==> src/hw/rtl/tls_certificate_list_splitter_top_macros.svh <==
// Assertion macros used by the certificate splitter queue.
`ifndef TLS_CERTIFICATE_LIST_SPLITTER_TOP_MACROS_SVH
`define TLS_CERTIFICATE_LIST_SPLITTER_TOP_MACROS_SVH

// Same-cycle implication, clocked on clk_i, off while rst_ni is low.
`define TLCS_ASSERT_NOW(lbl, ante, cons, msg) \
  lbl: assert property (@(posedge clk_i) disable iff (!rst_ni) (ante) |-> (cons)) \
    else $error(msg);

// Next-cycle implication, clocked on clk_i, off while rst_ni is low.
`define TLCS_ASSERT_NEXT(lbl, ante, cons, msg) \
  lbl: assert property (@(posedge clk_i) disable iff (!rst_ni) (ante) |=> (cons)) \
    else $error(msg);

`endif

==> src/hw/rtl/tlcs_pkg.sv <==
// Shared types and constants for the certificate list splitter.
package tlcs_pkg;

  localparam int unsigned LenW       = 24;
  localparam int unsigned ByteW      = 8;
  localparam int unsigned IdxW       = 8;
  localparam int unsigned QueueDepth = 2;

  // One result item as it moves from parser to output stage.
  typedef struct packed {
    logic [ByteW-1:0] cert_byte;
    logic             byte_valid;
    logic [IdxW-1:0]  cert_index;
    logic             cert_end;
    logic             list_end;
    logic             overrun;
  } res_t;

  // Queue status seen by the parser and the output stage.
  typedef struct packed {
    logic full;
    logic empty;
  } qstat_t;

endpackage

==> src/hw/rtl/tlcs_parser.sv <==
// Front end: accepts message bytes, tracks the parse and classifies results.
module tlcs_parser (
  input  logic                         clk_i,
  input  logic                         rst_ni,
  input  logic                         in_valid_i,
  output logic                         in_ready_o,
  input  logic [tlcs_pkg::ByteW-1:0]   data_byte_i,
  input  logic                         start_req_i,
  input  tlcs_pkg::qstat_t             qstat_i,
  output logic                         push_o,
  output tlcs_pkg::res_t               push_data_o
);
  import tlcs_pkg::*;

  localparam logic [2:0] PH_IDLE = 3'd0;
  localparam logic [2:0] PH_HDR  = 3'd1;
  localparam logic [2:0] PH_LIST = 3'd2;
  localparam logic [2:0] PH_CLEN = 3'd3;
  localparam logic [2:0] PH_DATA = 3'd4;
  localparam logic [2:0] PH_DONE = 3'd5;
  localparam logic [2:0] PH_ERR  = 3'd6;

  localparam logic [1:0] HDR_LAST = 2'd3;
  localparam logic [1:0] LEN_LAST = 2'd2;

  logic [2:0]      phase_q, phase_d;
  logic [1:0]      bc_q, bc_d;
  logic [LenW-1:0] acc_q, acc_d;
  logic [LenW-1:0] lr_q, lr_d;
  logic [LenW-1:0] cr_q, cr_d;
  logic [IdxW-1:0] cc_q, cc_d;

  logic [2:0]      ph;
  logic [1:0]      bc;
  logic [LenW-1:0] acc, lr, cr, acc_sh, lr_dec, cr_dec;
  logic [IdxW-1:0] cc, cc_inc;
  logic            emit;
  res_t            res;
  logic            accept;

  assign in_ready_o = !qstat_i.full;
  assign accept     = in_valid_i && in_ready_o;

  always_comb begin
    ph  = phase_q;
    bc  = bc_q;
    acc = acc_q;
    lr  = lr_q;
    cr  = cr_q;
    cc  = cc_q;
    // start flag restarts the parse on this very byte
    if (start_req_i) begin
      ph  = PH_HDR;
      bc  = '0;
      acc = '0;
      lr  = '0;
      cr  = '0;
      cc  = '0;
    end

    acc_sh = {acc[LenW-ByteW-1:0], data_byte_i};
    lr_dec = (lr != '0) ? lr - 1'b1 : lr;
    cr_dec = (cr != '0) ? cr - 1'b1 : cr;
    cc_inc = (cc != '1) ? cc + 1'b1 : cc;

    phase_d = ph;
    bc_d    = bc;
    acc_d   = acc;
    lr_d    = lr;
    cr_d    = cr;
    cc_d    = cc;
    emit    = 1'b0;
    res     = '0;
    res.cert_index = cc;

    unique case (ph)
      PH_HDR: begin
        if (bc == HDR_LAST) begin
          bc_d    = '0;
          acc_d   = '0;
          phase_d = PH_LIST;
        end else begin
          bc_d = bc + 1'b1;
        end
      end
      PH_LIST: begin
        acc_d = acc_sh;
        if (bc == LEN_LAST) begin
          lr_d    = acc_sh;
          acc_d   = '0;
          bc_d    = '0;
          phase_d = (acc_sh != '0) ? PH_CLEN : PH_DONE;
        end else begin
          bc_d = bc + 1'b1;
        end
      end
      PH_CLEN: begin
        acc_d = acc_sh;
        lr_d  = lr_dec;
        if (bc == LEN_LAST) begin
          acc_d = '0;
          bc_d  = '0;
          if (acc_sh > lr_dec) begin
            emit        = 1'b1;
            res.overrun = 1'b1;
            phase_d     = PH_ERR;
          end else if (acc_sh == '0) begin
            // empty certificate: a single result with no data
            emit         = 1'b1;
            res.cert_end = 1'b1;
            res.list_end = (lr_dec == '0);
            cc_d         = cc_inc;
            phase_d      = (lr_dec == '0) ? PH_DONE : PH_CLEN;
          end else begin
            cr_d    = acc_sh;
            phase_d = PH_DATA;
          end
        end else begin
          bc_d = bc + 1'b1;
          // list ran out inside a length field
          if (lr_dec == '0) begin
            emit        = 1'b1;
            res.overrun = 1'b1;
            phase_d     = PH_ERR;
          end
        end
      end
      PH_DATA: begin
        cr_d           = cr_dec;
        lr_d           = lr_dec;
        emit           = 1'b1;
        res.cert_byte  = data_byte_i;
        res.byte_valid = 1'b1;
        res.cert_end   = (cr_dec == '0);
        res.list_end   = (lr_dec == '0);
        if (cr_dec == '0) begin
          cc_d    = cc_inc;
          phase_d = (lr_dec == '0) ? PH_DONE : PH_CLEN;
        end
      end
      default: begin
        // idle, done, error and unused codes ignore the byte
      end
    endcase
  end

  assign push_o      = accept && emit;
  assign push_data_o = res;

  always_ff @(posedge clk_i or negedge rst_ni) begin
    if (!rst_ni) begin
      phase_q <= PH_IDLE;
      bc_q    <= '0;
      acc_q   <= '0;
      lr_q    <= '0;
      cr_q    <= '0;
      cc_q    <= '0;
    end else if (accept) begin
      phase_q <= phase_d;
      bc_q    <= bc_d;
      acc_q   <= acc_d;
      lr_q    <= lr_d;
      cr_q    <= cr_d;
      cc_q    <= cc_d;
    end
  end

endmodule

==> src/hw/rtl/tlcs_queue.sv <==
// Short result queue between the parser and the output stage.
module tlcs_queue #(
  parameter int unsigned Depth = tlcs_pkg::QueueDepth
) (
  input  logic             clk_i,
  input  logic             rst_ni,
  input  logic             push_i,
  input  tlcs_pkg::res_t   push_data_i,
  input  logic             pop_i,
  output tlcs_pkg::res_t   pop_data_o,
  output tlcs_pkg::qstat_t qstat_o
);
  import tlcs_pkg::*;

  localparam int unsigned PtrW = (Depth > 1) ? $clog2(Depth) : 1;
  localparam int unsigned CntW = $clog2(Depth + 1);
  localparam logic [PtrW-1:0] PtrLast = PtrW'(Depth - 1);
  localparam logic [CntW-1:0] CntFull = CntW'(Depth);

  res_t            mem_q [Depth];
  logic [PtrW-1:0] wr_ptr_q, rd_ptr_q;
  logic [CntW-1:0] count_q;

  assign qstat_o.full  = (count_q == CntFull);
  assign qstat_o.empty = (count_q == '0);
  assign pop_data_o    = mem_q[rd_ptr_q];

  always_ff @(posedge clk_i or negedge rst_ni) begin
    if (!rst_ni) begin
      wr_ptr_q <= '0;
      rd_ptr_q <= '0;
      count_q  <= '0;
    end else begin
      if (push_i) begin
        wr_ptr_q <= (wr_ptr_q == PtrLast) ? '0 : wr_ptr_q + 1'b1;
      end
      if (pop_i) begin
        rd_ptr_q <= (rd_ptr_q == PtrLast) ? '0 : rd_ptr_q + 1'b1;
      end
      if (push_i && !pop_i) begin
        count_q <= count_q + 1'b1;
      end else if (pop_i && !push_i) begin
        count_q <= count_q - 1'b1;
      end
    end
  end

  always_ff @(posedge clk_i) begin
    if (push_i) begin
      mem_q[wr_ptr_q] <= push_data_i;
    end
  end

`include "tls_certificate_list_splitter_top_macros.svh"

  `TLCS_ASSERT_NOW(a_no_push_full, push_i, !qstat_o.full || pop_i, "push into full queue")
  `TLCS_ASSERT_NOW(a_no_pop_empty, pop_i, !qstat_o.empty, "pop from empty queue")
  `TLCS_ASSERT_NOW(a_count_range, 1'b1, count_q <= CntFull, "queue count out of range")
  `TLCS_ASSERT_NEXT(a_count_up, push_i && !pop_i, count_q == CntW'($past(count_q) + 1'b1), "count not incremented")

endmodule

==> src/hw/rtl/tlcs_out.sv <==
// Back end: output register that drains the queue onto the result stream.
module tlcs_out (
  input  logic             clk_i,
  input  logic             rst_ni,
  input  tlcs_pkg::qstat_t qstat_i,
  input  tlcs_pkg::res_t   pop_data_i,
  output logic             pop_o,
  output logic             m_axis_tvalid,
  input  logic             m_axis_tready,
  output logic [15:0]      m_axis_tdata,   // cert_byte[7:0], cert_index[15:8]
  output logic             m_axis_tlast,   // cert_end
  output logic [2:0]       m_axis_tuser    // byte_valid[0], list_end[1], overrun[2]
);
  import tlcs_pkg::*;

  res_t out_q;
  logic valid_q;

  assign pop_o = !qstat_i.empty && (!valid_q || m_axis_tready);

  always_ff @(posedge clk_i or negedge rst_ni) begin
    if (!rst_ni) begin
      valid_q <= 1'b0;
    end else if (pop_o) begin
      valid_q <= 1'b1;
    end else if (m_axis_tready) begin
      valid_q <= 1'b0;
    end
  end

  always_ff @(posedge clk_i) begin
    if (pop_o) begin
      out_q <= pop_data_i;
    end
  end

  assign m_axis_tvalid = valid_q;
  assign m_axis_tdata  = {out_q.cert_index, out_q.cert_byte};
  assign m_axis_tlast  = out_q.cert_end;
  assign m_axis_tuser  = {out_q.overrun, out_q.list_end, out_q.byte_valid};

endmodule

==> src/hw/rtl/tls_certificate_list_splitter_top.sv <==
// Throughput: one byte per cycle while the queue is not full; the parser registers its
// counters on each accepted byte. A byte's result is written to the queue when the byte
// is accepted and then loaded into the output register, which drives m_axis_tvalid; a
// stalled output fills the queue and then drops s_axis_tready.
// Reset: rst_ni is asynchronous, active low; it idles the parser (waits for a start
// byte), clears its counters, empties the queue and clears the output valid.
module tls_certificate_list_splitter_top #(
  parameter int unsigned QueueDepth = tlcs_pkg::QueueDepth
) (
  input  logic        clk_i,
  input  logic        rst_ni,
  input  logic        s_axis_tvalid,
  output logic        s_axis_tready,
  input  logic [7:0]  s_axis_tdata,   // data_byte[7:0]
  input  logic        s_axis_tuser,   // start_req
  output logic        m_axis_tvalid,
  input  logic        m_axis_tready,
  output logic [15:0] m_axis_tdata,   // cert_byte[7:0], cert_index[15:8]
  output logic        m_axis_tlast,   // cert_end
  output logic [2:0]  m_axis_tuser    // byte_valid[0], list_end[1], overrun[2]
);
  import tlcs_pkg::*;

  qstat_t qstat;
  logic   push, pop;
  res_t   push_data, pop_data;

  tlcs_parser u_parser (
    .clk_i       (clk_i),
    .rst_ni      (rst_ni),
    .in_valid_i  (s_axis_tvalid),
    .in_ready_o  (s_axis_tready),
    .data_byte_i (s_axis_tdata),
    .start_req_i (s_axis_tuser),
    .qstat_i     (qstat),
    .push_o      (push),
    .push_data_o (push_data)
  );

  tlcs_queue #(
    .Depth (QueueDepth)
  ) u_queue (
    .clk_i       (clk_i),
    .rst_ni      (rst_ni),
    .push_i      (push),
    .push_data_i (push_data),
    .pop_i       (pop),
    .pop_data_o  (pop_data),
    .qstat_o     (qstat)
  );

  tlcs_out u_out (
    .clk_i         (clk_i),
    .rst_ni        (rst_ni),
    .qstat_i       (qstat),
    .pop_data_i    (pop_data),
    .pop_o         (pop),
    .m_axis_tvalid (m_axis_tvalid),
    .m_axis_tready (m_axis_tready),
    .m_axis_tdata  (m_axis_tdata),
    .m_axis_tlast  (m_axis_tlast),
    .m_axis_tuser  (m_axis_tuser)
  );

endmodule
==> config.mk <==
export PLATFORM = sky130hd
export DESIGN_NAME = tls_certificate_list_splitter_top
export DESIGN_NICKNAME = d
export VERILOG_FILES = /design/src/hw/rtl/tlcs_pkg.sv /design/src/hw/rtl/tlcs_parser.sv /design/src/hw/rtl/tlcs_queue.sv /design/src/hw/rtl/tlcs_out.sv /design/src/hw/rtl/tls_certificate_list_splitter_top.sv
export VERILOG_INCLUDE_DIRS = /design/src /design/src/hw/rtl
export SDC_FILE = /design/constraint.sdc
export NUM_CORES = 1
export LEC_CHECK = 0
export BUFFER_PORTS_ARGS = -buffer_cell sky130_fd_sc_hd__buf_4
export CAP_MARGIN = 5
export CORE_ASPECT_RATIO = 1.2
export CORE_MARGIN = 2
export CORE_UTILIZATION = 30
export DETAILED_ROUTE_END_ITERATION = 8
export PLACE_DENSITY = 0.51
export SYNTH_ARGS = -nofsm -noshare
export SYNTH_HDL_FRONTEND = slang
export SYNTH_SLANG_ARGS = --single-unit
==> constraint.sdc <==
create_clock -name clk_i -period 13.79 [get_ports clk_i]
set_input_delay 0.6895 -clock clk_i [delete_from_list [all_inputs] [get_ports clk_i]]
set_output_delay 0.6895 -clock clk_i [all_outputs]
set_load 0.005 [all_outputs]
---- Word-level counts from Yosys, hierarchy flattened ----
Memory sizes are Yosys's and may differ from the RTL's. A register that Yosys moved wholly into a read port is not among the register bits.
Cells that the tools add are included.
storage, ports and cells
  flip-flop bits (word level) ............. 90
  latch bits .............................. 0
  memories ................................ 1
  bits in read-only memories .............. 0
  logic and storage cells ................. 107
  memory bits (writable) .................. 40
memory list
  name           words  width  rd ports  clocked after Yosys merged registers in  wr ports  RTL line          source
  u_queue.mem_q  2      20     1         1                                        1         tlcs_queue.sv:20  res_t mem_q [Depth];
cells by class
  muxes and demuxes ....................... 57
  div/mod/pow operators ................... 0
  shift-type cells ........................ 0
  equality and inequality tests ........... 8
  $mul .................................... 0
  add/subtract/negate cells ............... 8
  bitwise gates (word level) .............. 0
  $lt $le $gt $ge ......................... 1
  reductions and logical operators ........ 22
operators with widths
  kind                     count
  $mux W24                 11
  $pmux W24 S2             3
  $logic_not A24 Y1        3
  $reduce_bool A24 Y1      3
  $mux W8                  6
  $sub A24 B1 Y24 const B  2
  $mux W3                  10
  $gt A24 B24 Y1           1
  $mux W2                  8
  $pmux W8 S2              1
  $mux W1                  13
  $pmux W3 S4              1
  $mux W9                  1
  $add A8 B1 Y8 const B    1
  $ne A8 B8 Y1 const B     1
  $pmux W2 S2              2
  $eq A2 B2 Y1 const B     3
  $eq A3 B2 Y1 const B     2
  $logic_and A1 B1 Y1      5
  $logic_not A1 Y1         5
  $add A2 B1 Y2 const B    2
  $reduce_bool A2 Y1       2
  $reduce_or A2 Y1         2
  $eq A3 B1 Y1 const B     1
  6 further kinds          7

---- Longest topological paths before layout ----
Gate-level depths: netlist of run 1.
  word-level depth ........................ 12
  gate-level depth with buffers ........... 26

---- By module ----
A second synthesis of run 1 with hierarchy kept.
second synthesis, totals
  cell total of the unflattened synthesis .. 1069
  area, all modules ....................... 9673.0 um^2
by module, submodules not included
  module       instances  cells each  area each (um^2)
  tlcs_parser  1          966         7314.5
  tlcs_queue   1          78          1707.9
  tlcs_out     1          25          650.6

---- Worst setup path after synthesis of run 1 ----
No wires, ideal clock.
  path type ............................... input to register
  from .................................... input s_axis_tuser
  to ...................................... memory u_queue.mem_q[0][0] in the netlist's numbering, enable pin
  setup slack ............................. 7538 ps
  data arrival time ....................... 5830 ps
  stages on the path ...................... 19
  data required time ...................... 13368 ps
  buffers on the path ..................... 8
  cell sequence ........................... buf_2 > buf_1 > buf_2 > buf_1 > buf_1 > buf_2 > buf_1 > clkbuf_1 > nor2b_1 > ha_1 > nand4_1 > nor4_1 > a21boi_0 > or3_1 > a311oi_2 > nand2b_1 > nand4_1 > a31oi_1 > nor3_1
on the way
  word-level cells in the longest chain between the ends .. 10
  elaborated cells between the ends (all ways) .. 21
  those cells by class .................... 1 x add/sub; 1 x order compare; 3 x eq/ne; 12 x mux; 4 x reduce/logical
ends and longest elaborated chain
  what                                                    RTL line                                 source
  start: declaration                                      tls_certificate_list_splitter_top.sv:15  input logic s_axis_tuser,
  $mux W24                                                tlcs_parser.sv:52                        if (start_req_i) begin
  $sub A24 B1 Y24 or $reduce_bool A24 Y1 (tied branches)  tlcs_parser.sv:62                        lr_dec = (lr != '0) ? lr - 1'b1 : lr;
  $mux W24                                                tlcs_parser.sv:62
  $gt A24 B24 Y1 or $logic_not A24 Y1 (tied branches)     tlcs_parser.sv:103, tlcs_parser.sv:121
  $mux W1 (on tied branches)                              tlcs_parser.sv:103, tlcs_parser.sv:121
  $mux W1                                                 tlcs_parser.sv:100                       if (bc == LEN_LAST) begin
  $pmux W1 S2 *                                           tlcs_parser.sv:76                        unique case (ph)
  $logic_and A1 B1 Y1 *                                   tlcs_parser.sv:147                       assign push_o = accept && emit;
  $mux W1 *                                               tlcs_queue.sv:49                         if (push_i) begin
  $mux W1 (not written as such) *                         tlcs_queue.sv:50                         mem_q[wr_ptr_q] <= push_data_i;
  end: declaration                                        tlcs_queue.sv:20
Mark *: on every way between the ends. The rest lies on a longest branch, timed or not.

---- Final worst setup path of run 1 ----
  from .................................... input s_axis_tuser
  to ...................................... memory u_queue.mem_q[1][5] in the netlist's numbering, enable pin
on the way
  word-level cells in the longest chain between the ends .. 10
  elaborated cells between the ends (all ways) .. 21
  those cells by class .................... 1 x add/sub; 1 x order compare; 3 x eq/ne; 12 x mux; 4 x reduce/logical
ends and longest elaborated chain
  what                                                    RTL line                                 source
  $mux W24                                                tlcs_parser.sv:52
  $sub A24 B1 Y24 or $reduce_bool A24 Y1 (tied branches)  tlcs_parser.sv:62
  $mux W24                                                tlcs_parser.sv:62
  $gt A24 B24 Y1 or $logic_not A24 Y1 (tied branches)     tlcs_parser.sv:103, tlcs_parser.sv:121
  $mux W1 (on tied branches)                              tlcs_parser.sv:103, tlcs_parser.sv:121
  $mux W1                                                 tlcs_parser.sv:100
  $pmux W1 S2 *                                           tlcs_parser.sv:76
  $logic_and A1 B1 Y1 *                                   tlcs_parser.sv:147
  net push                                                tls_certificate_list_splitter_top.sv:25  logic push, pop;
  $mux W1 *                                               tlcs_queue.sv:49
  $mux W1 (not written as such) *                         tlcs_queue.sv:50
Mark *: on every way through the listed nets, which the timed path passes. The rest lies on a longest branch.

==> summary.md, run 1 <==
The run finished with clean final reports. Relative to the synthesized area, the layout overhead comes to 12.0%. The tools report the initial antenna violation count as 1.

For the portion of the post-synthesis area used by sequential elements, the log shows 38.5%. The logs give 35 for the number of ports placed on the die boundary and 0 for the Yosys warning count. The library cell used as clock root buffer is clkbuf_16. The final critical path takes up 47.1% of the cycle. The total power after layout was 0.00203 W. Cells with a size suffix above 1 make up 13.1% of the layout. The worst hold path class was in -> async.

Dividing the detail-routed wire length by the instance count gives 21.0 µm. The overall die area came out at 34800 µm². Once detail routing completed, the nets flagged for antenna violations numbered 0. The worst stage delay on the critical path was 0.80 ns. Entering global routing, the biggest net connects 68 pins. In this run the core area contains 73 standard-cell rows. The logs give 1116 for the number of standard cells after synthesis and 4 for the H-tree depth reported by CTS. The buffer count from post-CTS setup fixing was 0. The final-layout setup total negative slack was 0 ns; the height of the die was 204 µm. After synthesis, the mean cell area works out to 8.96 µm².

Setup repair after global routing left no endpoint under its margin. For this run, global-route usage on met1 was measured as 25.1%. The critical path goes through buf_4, buf_4, o21bai_1, nand4_2, o22a_1, nand3_1, o21ai_0, o2bb2ai_1, ha_1, nand4_1, nor4_1, a21boi_0, or3_1, a311oi_2, nand2b_1, nand4_1, buf_4, a31oi_1, nor2_2, and2_1. The initial core utilization is 30.3%, and the final HPWL from detailed placement is 23400 µm. The cell area power density is 181 nW/µm², and the number of nets in the final layout is 1152.

Buffers inserted during clock tree synthesis total 17. The met2 track utilization from global routing is 31.8%. For the share of the core filled with cells, the log shows 34.0%. Most used flip-flop cell after synthesis: dfrtp_1.

The worst-case IR drop observed on VDD is 0.0641 mV. Clock-pin slew was measured on the worst setup and hold paths at 0.06 ns. Counting along the longest clock path gives a buffer depth of 2.

Based on the critical path, the design can be clocked at up to 154 MHz. After detailed routing, the number of remaining DRC violations is 0. For the worst setup path, the data arrival time is 6.54 ns. The violation count after the first detailed-route iteration was 803.

The tools report the final-report hold violation count as 0. Global routing consumed, on the met3 layer, 2.34% of the routing resources. Routability-driven placement finished with a final weighted congestion of 0.915. The first global-routing pass estimated 51300 µm of wire. The cell family contributing the most delay on the critical path is simple AND/OR/NAND/NOR gates. For the cell leakage power, the log shows 4.31 nW. The total congestion overflow came out at 0. Across the run, the number of max-cap violations was 0. The first TritonRoute pass finished after 6 iterations.

The largest individual stage delay along the critical path comes from the cell and2_1. Summing over every cut layer, the via total after detailed routing is 9103. The total routed wirelength is 33000 µm, and the buffers plus inverters on the worst setup path is 3. Counting every sink on the clock net gives 142. The synthesized netlist occupies a cell area of 10000 µm². The worst setup path is captured at a flop. For this design, the CTS-stage hold fixing added 0 buffers. The number of I/O port buffers came out at 34. Busiest layer in global routing: met2. For this run, asynchronously set or reset flops after synthesis account for 57.7%. Using the TritonRoute via totals, the vias-per-cell ratio works out to 5.79. Among the stages of the critical path, the cell type that occurs most often is buf_4. The final setup violation count was 0.

The global-route usage over all layers came out at 19.2%. The via count of the first global-routing pass was 8683; the final worst clock skew was 0.0170 ns. The critical path in this run is classified as in -> reg. The worst setup path is launched from a primary input. Worst-path maximum fanout: 67. The worst-margin pin slew came out at 1.14 ns. Post-CTS resize count: 0. TritonCTS built the clock tree.

After floorplanning, the core was sized to cover 33000 µm². The remaining max-slew budget at the tightest pin was 23.5%; the number of inserted filler cells in the final layout was 3419. The run gives 0 as the count of final max-slew check failures. Counting flops and latches in the post-synthesis netlist gives 142. The clock reaches the later pin of the worst-skew pair after 0.43 ns. Counting every net in the synthesized netlist gives 1160.

At the worst endpoint, the required time is 13.83 ns. The shortest period the worst path allows was 6.50 ns. Measured along the x axis, the die boundary spans 171 µm.

Yosys mapped the design onto 97 distinct sky130hd cell types. The number of synthesized flops with an enable pin was 60. The repair_antennas step left the layout with diodes totalling 0.
[layout make-up]
class / instances / area, µm² / area share, %
flip-flops and latches: 142 / 3850 / 34.4
inverters: 32 / 120 / 1.07
well taps: 450 / 563 / 5.03
repair buffers: 48 / 360 / 3.22
clock buffers: 23 / 479 / 4.28
clock inverters: 9 / 110 / 0.983
multi-input cells: 867 / 5710 / 51.0
[per-layer routing]
metal,vias to the layer above,share of wire [%]
met5,-,0
met4,0,3.2
met3,70,4.8
met2,336,48
met1,4491,44
li1,4206,-
[path summary, 6_finish.rpt]
| check | from | end | slack, ns | cells past startpoint |
|---|---|---|---|---|
| max reg2reg | u_parser.lr_q[0]$_DFFE_PN0P_ | u_queue.mem_q[1][5]$_DFFE_PP_ | 7.60 | 18 |
| min | rst_ni | u_parser.lr_q[14]$_DFFE_PN0P_ | 0.24 | 1 |
| max | s_axis_tuser | u_queue.mem_q[1][5]$_DFFE_PP_ | 7.29 | 20 |
| min in group clk_i | u_queue.wr_ptr_q$_DFFE_PN0P_ | u_queue.wr_ptr_q$_DFFE_PN0P_ | 0.51 | 1 |
| max in group asynchronous | rst_ni | u_parser.acc_q[1]$_DFFE_PN0P_ | 12.52 | 2 |
| min reg2reg | u_queue.wr_ptr_q$_DFFE_PN0P_ | u_queue.wr_ptr_q$_DFFE_PN0P_ | 0.51 | 1 |
[placed cells by master, fill, tap and decap left out, drive strengths merged, types with 14 or more instances in the layout]
master / count
a21oi: 66
a22o: 16
a22oi: 16
a31oi: 26
and3: 15
buf: 48
clkbuf: 23
dfrtp: 82
edfxtp: 60
ha: 31
inv: 31
mux2: 22
mux2i: 15
nand2: 99
nand3: 30
nand4: 20
nor2: 106
nor2b: 45
nor3: 26
nor4: 30
o21ai: 80
o22ai: 17
or4: 14
xnor2: 16
[per-stage QoR]
| stage | instances | hold slack [ns] | worst slack [ns] | instance area (µm²) |
|---|---|---|---|---|
| 2_1_floorplan | 1116 | 0.394 | 7.54 | 10000 |
| 6_report | 1571 | 0.240 | 7.29 | 11200 |
| 5_1_grt | 1571 | 0.268 | 6.83 | 11200 |
| 3_3_place_gp | 1539 | 0.481 | 7.05 | 10600 |
| 3_5_place_dp | 1539 | 0.494 | 6.91 | 10600 |
| 4_1_cts | 1571 | 0.256 | 7.34 | 11200 |
[power breakdown]
part	switching [W]	leakage (nW)	total [W]	internal (W)
sequential	0.0000933	1.66	0.000608	0.000515
clock	0.000187	0.279	0.000469	0.000282
combinational	0.000578	2.37	0.000950	0.000372
total	0.000858	4.31	0.00203	0.00117
[cell families (layout without fill, tap and decap cells)]
logic type | count (synthesis) | in the layout | synth area share (%)
fa+ha+maj | 31 | 31 | 3.88
compound gates | 329 | 329 | 22.4
simple gates | 444 | 444 | 24.3
xor+xnor | 26 | 26 | 2.28
flops | 142 | 142 | 38.5
buf+inv | 107 | 112 | 4.49
mux | 37 | 37 | 4.10
[worst reg2reg max path: stages (launching register included)]
cell      delay, ns
dfrtp_1        0.44
nor2b_1        0.20
inv_1          0.11
ha_1           0.44
or4b_4         0.56
nor4_1         0.61
xnor2_1        0.20
ha_1           0.31
nand4_1        0.14
nor4_1         0.47
a21boi_0       0.21
or3_1          0.14
a311oi_2       0.13
nand2b_1       0.20
nand4_1        0.09
buf_4          0.35
a31oi_1        0.20
nor2_2         0.20
and2_1         0.80
[cells in the mapped netlist, types with 22 or more instances]
cell	number	share of area, %
a31oi_1	25	1.6
clkbuf_1	51	1.9
mux2_2	22	2.5
nor2b_1	44	2.8
edfxtp_1	60	18
ha_1	31	3.9
nor3_1	23	1.2
o21ai_0	70	3.5
a21oi_1	65	3.3
nor2_1	104	3.9
nand3_1	29	1.5
dfrtp_1	82	21
nand2_1	98	3.7
inv_1	31	1.2
nor4_1	25	1.6
[state kept, by name, indices dropped and copies added (netlist names)]
name                 flops
u_parser.cc_q            8
u_out.m_axis_tlast       1
u_out.m_axis_tdata      16
u_parser.phase_q         3
u_queue.count_q          2
u_out.m_axis_tvalid      1
u_queue.rd_ptr_q         1
u_queue.wr_ptr_q         1
u_parser.acc_q          16
u_parser.cr_q           24
u_parser.lr_q           24
u_queue.mem_q           40
u_parser.bc_q            2
u_out.m_axis_tuser       3
(Power assumes the default switching activity.)
==> run 2: changes to the inputs <==
--- a/config.mk
+++ b/config.mk
@@ -6,13 +6,14 @@
 export SDC_FILE = /design/constraint.sdc
 export NUM_CORES = 1
 export LEC_CHECK = 0
+export ABC_AREA = 1
 export BUFFER_PORTS_ARGS = -buffer_cell sky130_fd_sc_hd__buf_4
 export CAP_MARGIN = 5
 export CORE_ASPECT_RATIO = 1.2
 export CORE_MARGIN = 2
 export CORE_UTILIZATION = 30
 export DETAILED_ROUTE_END_ITERATION = 8
-export PLACE_DENSITY = 0.51
+export PLACE_DENSITY = 0.53
 export SYNTH_ARGS = -nofsm -noshare
 export SYNTH_HDL_FRONTEND = slang
 export SYNTH_SLANG_ARGS = --single-unit
==> constraint.sdc (replaced) <==
create_clock -name clk_i -period 5.6 [get_ports clk_i]
set_input_delay 0.28 -clock clk_i [delete_from_list [all_inputs] [get_ports clk_i]]
set_output_delay 0.28 -clock clk_i [all_outputs]
set_load 0.005 [all_outputs]
==> run 2 against run 1 <==
Effect of this change: die area up 2.8%; combinational power grew to 3.3 times the previous value; critical path type is now reg -> reg; via count up 11%; synthesized cell count increased by 30%; first-iteration DRC count is 7.7% higher; synthesized area increased by 2.8%; sequential cell count unchanged; register-to-register slack got worse by 6.7 ns; global-route usage barely moved.
==> summary.md, run 2 <==
For met2 alone, demand over resource in global routing was 34.5%. Number of I/O port buffers: 34. In this run, CTS created clock tree buffers numbering 17. The run gives 33900 µm² as the area of the core region. Across all layers, the routed design uses 10.1k vias.

In this run, synthesis inferred 60 flip-flops with an integrated enable. Clock-pin slew was measured on the worst setup and hold paths at 0.07 ns. After technology mapping, the gate count stands at 1448.

The number of optimization iterations in the first detailed-route pass is 5. Synthesis inferred 142 register bits. Summed over all layers, the routed wires come to 33900 µm. More flip-flops sit in one register than any other, and that register is u_queue.mem_q. In this run the cell area measured after placement is 11000 µm². Summed over all layers, the global routing overflow is 0.

Adding up every negative setup slack in the final design gives 0 ns. For the largest net degree at the start of global routing, the log shows 73. The portion of the clock cycle consumed by the worst path in the final layout was 83.4%. The portion of synthesized cell area occupied by the leading cell type was 20.0%. The number of setup buffers added after CTS is 0. For the portion of the post-synthesis area used by sequential elements, the log shows 37.5%.

The synthesis-to-layout area growth works out to 12.7%. Leaving out fill and tap cells, the most frequent cell in the layout is nand2_1. The mapped netlist covers 10300 µm².

The initial antenna violation count was 0; the per-cell routed wire length was 17.6 µm. In the final layout, the registers with the most flip-flops are u_queue.mem_q x40, u_parser.cr_q x24, u_parser.lr_q x24. Sorting the synthesized cells by how often they occur yields nand2_1 (322), nor2_1 (222), inv_1 (160), nand3_1 (114). The sink of the worst hold path was u_out.m_axis_tvalid$_DFFE_PN0P_. Routability-driven placement finished with a final weighted congestion of 0.984. The violation count after the first detailed-route iteration is 865. The largest delay contributor family on the critical path is simple AND/OR/NAND/NOR gates. Ranked by total cell area, the synthesized netlist is headed by dfrtp_1 (20%), edfxtp_1 (18%), nand2_1 (12%). The detail route stage leaves a number of antenna-violating nets equal to 0. For the global-route met3 utilization, the log shows 1.89%.

Post-CTS repair changed the size of 0 cells. Type of the worst setup path: reg -> reg. The most frequent cell after synthesis is nand2_1.

At the worst endpoint, the required time is 5.91 ns. IR analysis of the VDD net gives a maximum drop of 0.285 mV. The critical path startpoint category is a flop.

The cell type with the highest occurrence count on the critical path was nand2_1. The worst setup path is captured at a flop. The tools report the via count of the first global-routing pass as 9743. The worst register-to-register path begins at u_parser.lr_q[0]$_DFFE_PN0P_. The final setup violation count was 0; the path depth of the worst reg2reg path was 29.

The proportion of register bits with asynchronous set or reset after synthesis is 57.7%. The worst hold path class is in -> reg. Overall die area: 35800 µm². On the critical path, the stage with the largest delay is an instance of dfrtp_1. The tools report the post-route DRC violation count as 0. End of the worst register-to-register path: u_queue.count_q[1]$_DFFE_PN0P_. The net count of the finished layout is 1504.

TritonCTS built the clock tree. The worst setup timing slack at the placement stage came out at 0.697 ns. The register with the most flip-flops in the layout has 40 of them. The run gives 0.0166 ns as the final worst clock skew. The width of the die was 173 µm; the H-tree depth reported by CTS was 4. The worst path arrival time is 4.98 ns.

The flow ran to the end, and the final reports show no timing, DRC or antenna violations. Count of final max-slew check failures: 0. The timing-limited maximum frequency was 214 MHz. For the pin with the worst max-slew slack, the measured transition is 1.16 ns.

The buffers plus inverters on the worst setup path was 3; the register-to-register setup slack was 0.93 ns. The first global-routing pass estimated 53900 µm of wire. In the layout the commonest cells are nand2_1 (321), nor2_1 (221), inv_1 (160), nand3_1 (114), dfrtp_1 (82). The logs give 30.3% for the initial core utilization and 23.1% for the global routing met1 resource utilization. In this design, the stage delay of the slowest critical-path cell is 0.38 ns. The filler cells instantiated in the layout total 3675. Cells with a size suffix above 1 make up 11.0% of the layout. The worst hold path was traced through 2 stages.

The run gives 5.28 nW as the cell leakage power. Once layout is done, the placed cells without fillers occupy 11600 µm². The average instance in the mapped netlist occupies 7.10 µm². The repair_antennas step left the layout with diodes totalling 0. Summed over all nets, the half-perimeter wirelength after detailed placement is 24500 µm. For this design the top-level I/O count stands at 35. The number of standard-cell rows in the floorplan is 74. The busiest layer in global routing is met2. Clock tree synthesis found a total of 142 sinks.

Max-cap violations in this run came to 0. Setup repair after global routing left no endpoint under its margin. Worst-path maximum fanout: 16. For this run, the leading register cell type out of synthesis is dfrtp_1. The height of the die is 207 µm. Measured against its own limit, the worst slew margin works out to 22.3%. The cell area power density was 523 nW/µm². After detailed routing, the number of vias per cell comes to 5.22. The logs give 2 for the buffer depth of the longest clock path and 0.44 ns for the latest clock arrival within the worst-skew pair. Final setup slack of the worst path: 0.929 ns.

Of all cell types, the one taking the most synthesized area is dfrtp_1. Across every metal layer, demand over resource in global routing totals 19.1%. The Yosys warning count was 0; the shortest period the worst path allows was 4.67 ns. The tools report the startpoint of the most critical hold path as m_axis_tready.

The tree is rooted in a clkbuf_16. The run gives 1492 as the synthesized net count. The final-report hold violation count is 0. Synthesis instantiated 48 different standard cells from the library.
run 2: how the worst max path moves through the flow:
stage	slack, ns	from	depth (start not counted)	end
after floorplan	1.12	s_axis_tuser	28	u_queue.mem_q[1][0]$_DFFE_PP_
after global placement	0.75	s_axis_tuser	27	u_queue.mem_q[0][17]$_DFFE_PP_
after detailed placement	0.70	s_axis_tuser	27	u_queue.mem_q[0][15]$_DFFE_PP_
after CTS	0.89	u_parser.lr_q[0]$_DFFE_PN0P_	25	u_queue.mem_q[0][18]$_DFFE_PP_
after global routing	0.42	u_parser.lr_q[0]$_DFFE_PN0P_	25	u_queue.mem_q[0][18]$_DFFE_PP_
final	0.93	u_parser.lr_q[0]$_DFFE_PN0P_	29	u_queue.count_q[1]$_DFFE_PN0P_
run 2: kinds of logic after synthesis:
family          count (synthesis)  synth area share, %
simple gates                  770                 32.3
buf+inv                       241                 9.44
flops                         142                 37.5
xor+xnor                       27                 2.59
fa+ha+maj                      31                 3.77
compound gates                237                 14.4
run 2: repair_timing:
item | CTS | global route
endpoints found under the hold margin | 32 | 0
endpoints found under the setup margin | 0 | 0
hold buffers | 1 | 0
run 2: worst register-to-register path: cells and delay by family, from the launching register on:
family | cells | cell delay (ns)
flops | 1 | 0.38
buf+inv | 3 | 0.37
xor+xnor | 2 | 0.35
simple gates | 17 | 2.08
compound gates | 4 | 0.55
fa+ha+maj | 3 | 0.80
run 2: per-stage QoR:
stage | hold slack [ns] | util [%] | cells | total power [W]
floorplan | -0.0156 | - | 1448 | 0.00391
global placement | 0.270 | 32.4 | 1896 | 0.00486
detailed placement | 0.272 | 32.4 | 1896 | 0.00487
CTS | 0.0324 | 34.2 | 1929 | 0.00606
global route | 0.0553 | 34.2 | 1929 | 0.00655
finish | 0.0300 | 34.2 | 1929 | 0.00606
run 2: cell type report:
class                   count  area [µm²]  share of cell area [%]
multi-input cells        1065        5470                    47.2
flip-flops and latches    142        3850                    33.3
inverters                 175         657                    5.67
well taps                 456         571                    4.92
repair buffers             59         445                    3.84
clock buffers              18         429                    3.70
clock inverters            14         159                    1.37
run 2: power breakdown:
part	switching (W)	leakage (nW)	internal [W]
Clock	0.000511	0.278	0.000666
Sequential	0.000237	1.56	0.00151
Combinational	0.00212	3.44	0.00101
Total	0.00287	5.28	0.00319
run 2: layer usage:
metal,wire (µm),part of all wire [%]
met3,1530,4.5
met4,1220,3.6
met5,0,0
met1,14300,42
met2,16800,50
==> run 3: changes to the inputs <==
--- a/config.mk
+++ b/config.mk
@@ -13,7 +13,7 @@
 export CORE_MARGIN = 2
 export CORE_UTILIZATION = 30
 export DETAILED_ROUTE_END_ITERATION = 8
-export PLACE_DENSITY = 0.53
+export PLACE_DENSITY = 0.51
 export SYNTH_ARGS = -nofsm -noshare
 export SYNTH_HDL_FRONTEND = slang
 export SYNTH_SLANG_ARGS = --single-unit
==> constraint.sdc (replaced) <==
create_clock -name clk_i -period 4.8 [get_ports clk_i]
set_input_delay 0.24 -clock clk_i [delete_from_list [all_inputs] [get_ports clk_i]]
set_output_delay 0.24 -clock clk_i [all_outputs]
set_load 0.005 [all_outputs]
==> run 3 against run 2 <==
Effect of this change: sequential cell count is the same; clock-buffer cell count rose by 1; first-iteration DRC count fell by 19%; critical path depth is 1 lower; via count decreased by 0.44%; cell count increased by 0.57%; clock power increased by 12%; largest cell class unchanged.
==> summary.md, run 3 (synthesis gave the netlist of run 2 again) <==
Power comes to 0.00706 W. Cell area reported after detailed placement: 11100 µm². TritonCTS built the clock tree. Max-cap violations in this run came to 0. The via count of the first global-routing pass was 9636; the synthesis-to-layout area growth was 13.3%.

Setup repair after global routing left no endpoint under its margin. The final layout contains 1515 nets. The wire-length estimate of the detail-placed layout is 25400 µm. At the pin with the least slew margin, the transition time is 1.25 ns. In the final layout, the registers with the most flip-flops are u_queue.mem_q x40, u_parser.cr_q x24, u_parser.lr_q x24. STA classifies the critical path startpoint as a flop.

In this run the critical register-to-register path is launched from u_parser.lr_q[2]$_DFFE_PN0P_. The tools report the count of final max-slew check failures as 0. The largest net degree at the start of global routing came out at 69. The tools report the total congestion overflow as 0. The logs give 30.3% for the initial core utilization and 4 for the H-tree depth reported by CTS. The top cell types in the final layout, fill and taps aside, are nand2_1 (321), nor2_1 (221), inv_1 (160), nand3_1 (114), dfrtp_1 (82). The initial antenna violation count was 0; the cell area power density was 606 nW/µm². The tools report the end of the worst register-to-register path as u_queue.count_q[1]$_DFFE_PN0P_. At the later pin of the worst-skew pair, clock insertion delay measures 0.43 ns. The portion of the clock cycle consumed by the worst path in the final layout came out at 89.9%. The register with the most flip-flops in the layout has 40 of them. The library cell used as clock root buffer was clkbuf_16.

Headroom to the max-slew limit came out at 16.5%. The tools report the overall die area as 35800 µm². The floorplan step set the die width to 173 µm. For the number of ports placed on the die boundary, the log shows 35. The run gives 0 as the post-route DRC violation count. Register with the most flip-flops: u_queue.mem_q. Adding up every negative setup slack in the final design gives 0 ns.

The number of optimization iterations in the first detailed-route pass was 5; the number of routed nets with antenna violations was 0. In the final layout, the share of cells above drive strength 1 is 11.6%. The final instance area was 11700 µm²; the sink count of the clock tree was 142. TritonCTS created 17 clock buffers. In this run the standard cell core region covers 33900 µm².

The tools report the worst vdd rail ir drop as 0.283 mV. 0 antenna diodes ended up in the layout. The worst path in the final design needs a cycle of 4.32 ns, including I/O delays and setup. The cell at the slowest stage of the critical path was dfrtp_1. The flow ran to the end, and the final reports show no timing, DRC or antenna violations.

Across all layers, the routed design uses 10.0k vias. The via-per-instance ratio works out to 5.17. The run gives 5470 µm² as the combined area of the multi-input logic cells. STA puts the critical path data arrival time at 4.62 ns. Per-cell routed wire length: 17.8 µm. The final-report hold violation count was 0; the number of standard-cell rows in the floorplan was 74. The path depth of the worst reg2reg path was 28; the storage element area was 3850 µm². No sink is reached through more buffers than the 2 on the longest clock path. The logs give 3684 for the number of inserted filler cells in the final layout and 0.920 for the final weighted congestion in routability-driven placement. The number of I/O port buffers was 34.

Leaving out fill and tap cells, the most frequent cell in the layout is nand2_1. The type of the worst setup path was reg -> reg. Worst setup path startpoint: u_parser.lr_q[2]$_DFFE_PN0P_. The worst-path maximum fanout was 13; the height of the die was 207 µm. For the register-to-register setup slack, the log shows 0.48 ns.

The min-delay analysis places its worst path in the category in -> reg. The clock transition at the registers of the reported paths is 0.06 ns. For the final database, setup skew stands at 0.0150 ns.

The post-CTS resize count is 0, and the buffer count from post-CTS setup fixing is 0. The cell leakage power was 5.33 nW; the timing-limited maximum frequency was 232 MHz. After the first detailed-routing iteration, the DRC count stood at 697. The worst setup path is captured at a flop. The final setup violation count is 0. After detailed routing, the total wire length is 34500 µm. The endpoint of the worst setup timing path was u_queue.count_q[1]$_DFFE_PN0P_.

For this run, the slowest stage of the critical path takes 0.35 ns. Global routing used 19.6% of the available tracks across all layers. The first global-routing pass estimated 54700 µm of wire. STA puts the critical path data required time at 5.11 ns.
run 3: worst max-delay path, delay by kind of cell (launching register included):
kind / cells / cell delay, ns
xor+xnor: 2 / 0.43
buf+inv: 3 / 0.21
compound gates: 2 / 0.21
fa+ha+maj: 2 / 0.62
simple gates: 19 / 2.39
flops: 1 / 0.35
run 3: routing by layer:
metal | part of all wire (%) | track usage, % | vias up
met5 | 0 | 0 | -
met4 | 3.2 | 8.14 | 0
met3 | 3.7 | 2.49 | 57
met2 | 51 | 35.7 | 254
met1 | 42 | 23.4 | 4827
li1 | - | - | 4894
run 3: report_power, final:
part	switching [W]	total (W)	internal, W
logic	0.00249	0.00370	0.00121
registers	0.000277	0.00204	0.00176
clock network	0.000553	0.00132	0.000766
total	0.00332	0.00706	0.00374
run 3: per-stage QoR:
| step | setup WS (ns) | instances | hold WS [ns] | utilization [%] |
|---|---|---|---|---|
| final | 0.484 | 1940 | 0.155 | 34.4 |
| after global routing | 0.0443 | 1940 | 0.164 | 34.4 |
| after CTS | 0.518 | 1940 | 0.150 | 34.4 |
| after detailed placement | 0.332 | 1906 | 0.372 | 32.7 |
| after global placement | 0.397 | 1906 | 0.365 | 32.7 |
| after floorplan | 0.356 | 1448 | -0.0556 | - |
run 3: final cells by class:
type / count / area share [%]
Clock buffer: 19 / 3.71
Sequential cell: 142 / 33.1
Multi-Input combinational cell: 1065 / 47.0
Clock inverter: 13 / 1.19
Timing Repair Buffer: 70 / 4.55
Inverter: 175 / 5.64
Tap cell: 456 / 4.89
run 3: worst min-delay path by stage:
stage	start	depth (start not counted)	endpoint
2_1_floorplan	rst_ni	0	u_out.m_axis_tvalid$_DFFE_PN0P_
3_3_place_gp	rst_ni	1	u_parser.cc_q[5]$_DFFE_PN0P_
3_5_place_dp	rst_ni	1	u_parser.cc_q[5]$_DFFE_PN0P_
4_1_cts	s_axis_tdata[2]	3	u_parser.acc_q[2]$_DFFE_PN0P_
5_1_grt	s_axis_tdata[2]	3	u_parser.acc_q[2]$_DFFE_PN0P_
6_report	s_axis_tdata[2]	3	u_parser.acc_q[2]$_DFFE_PN0P_
run 3: timing repair:
action / CTS / global route
hold buffers: 2 / 0
endpoints found under the setup margin: 0 / 0
hold endpoints to repair: 54 / 0
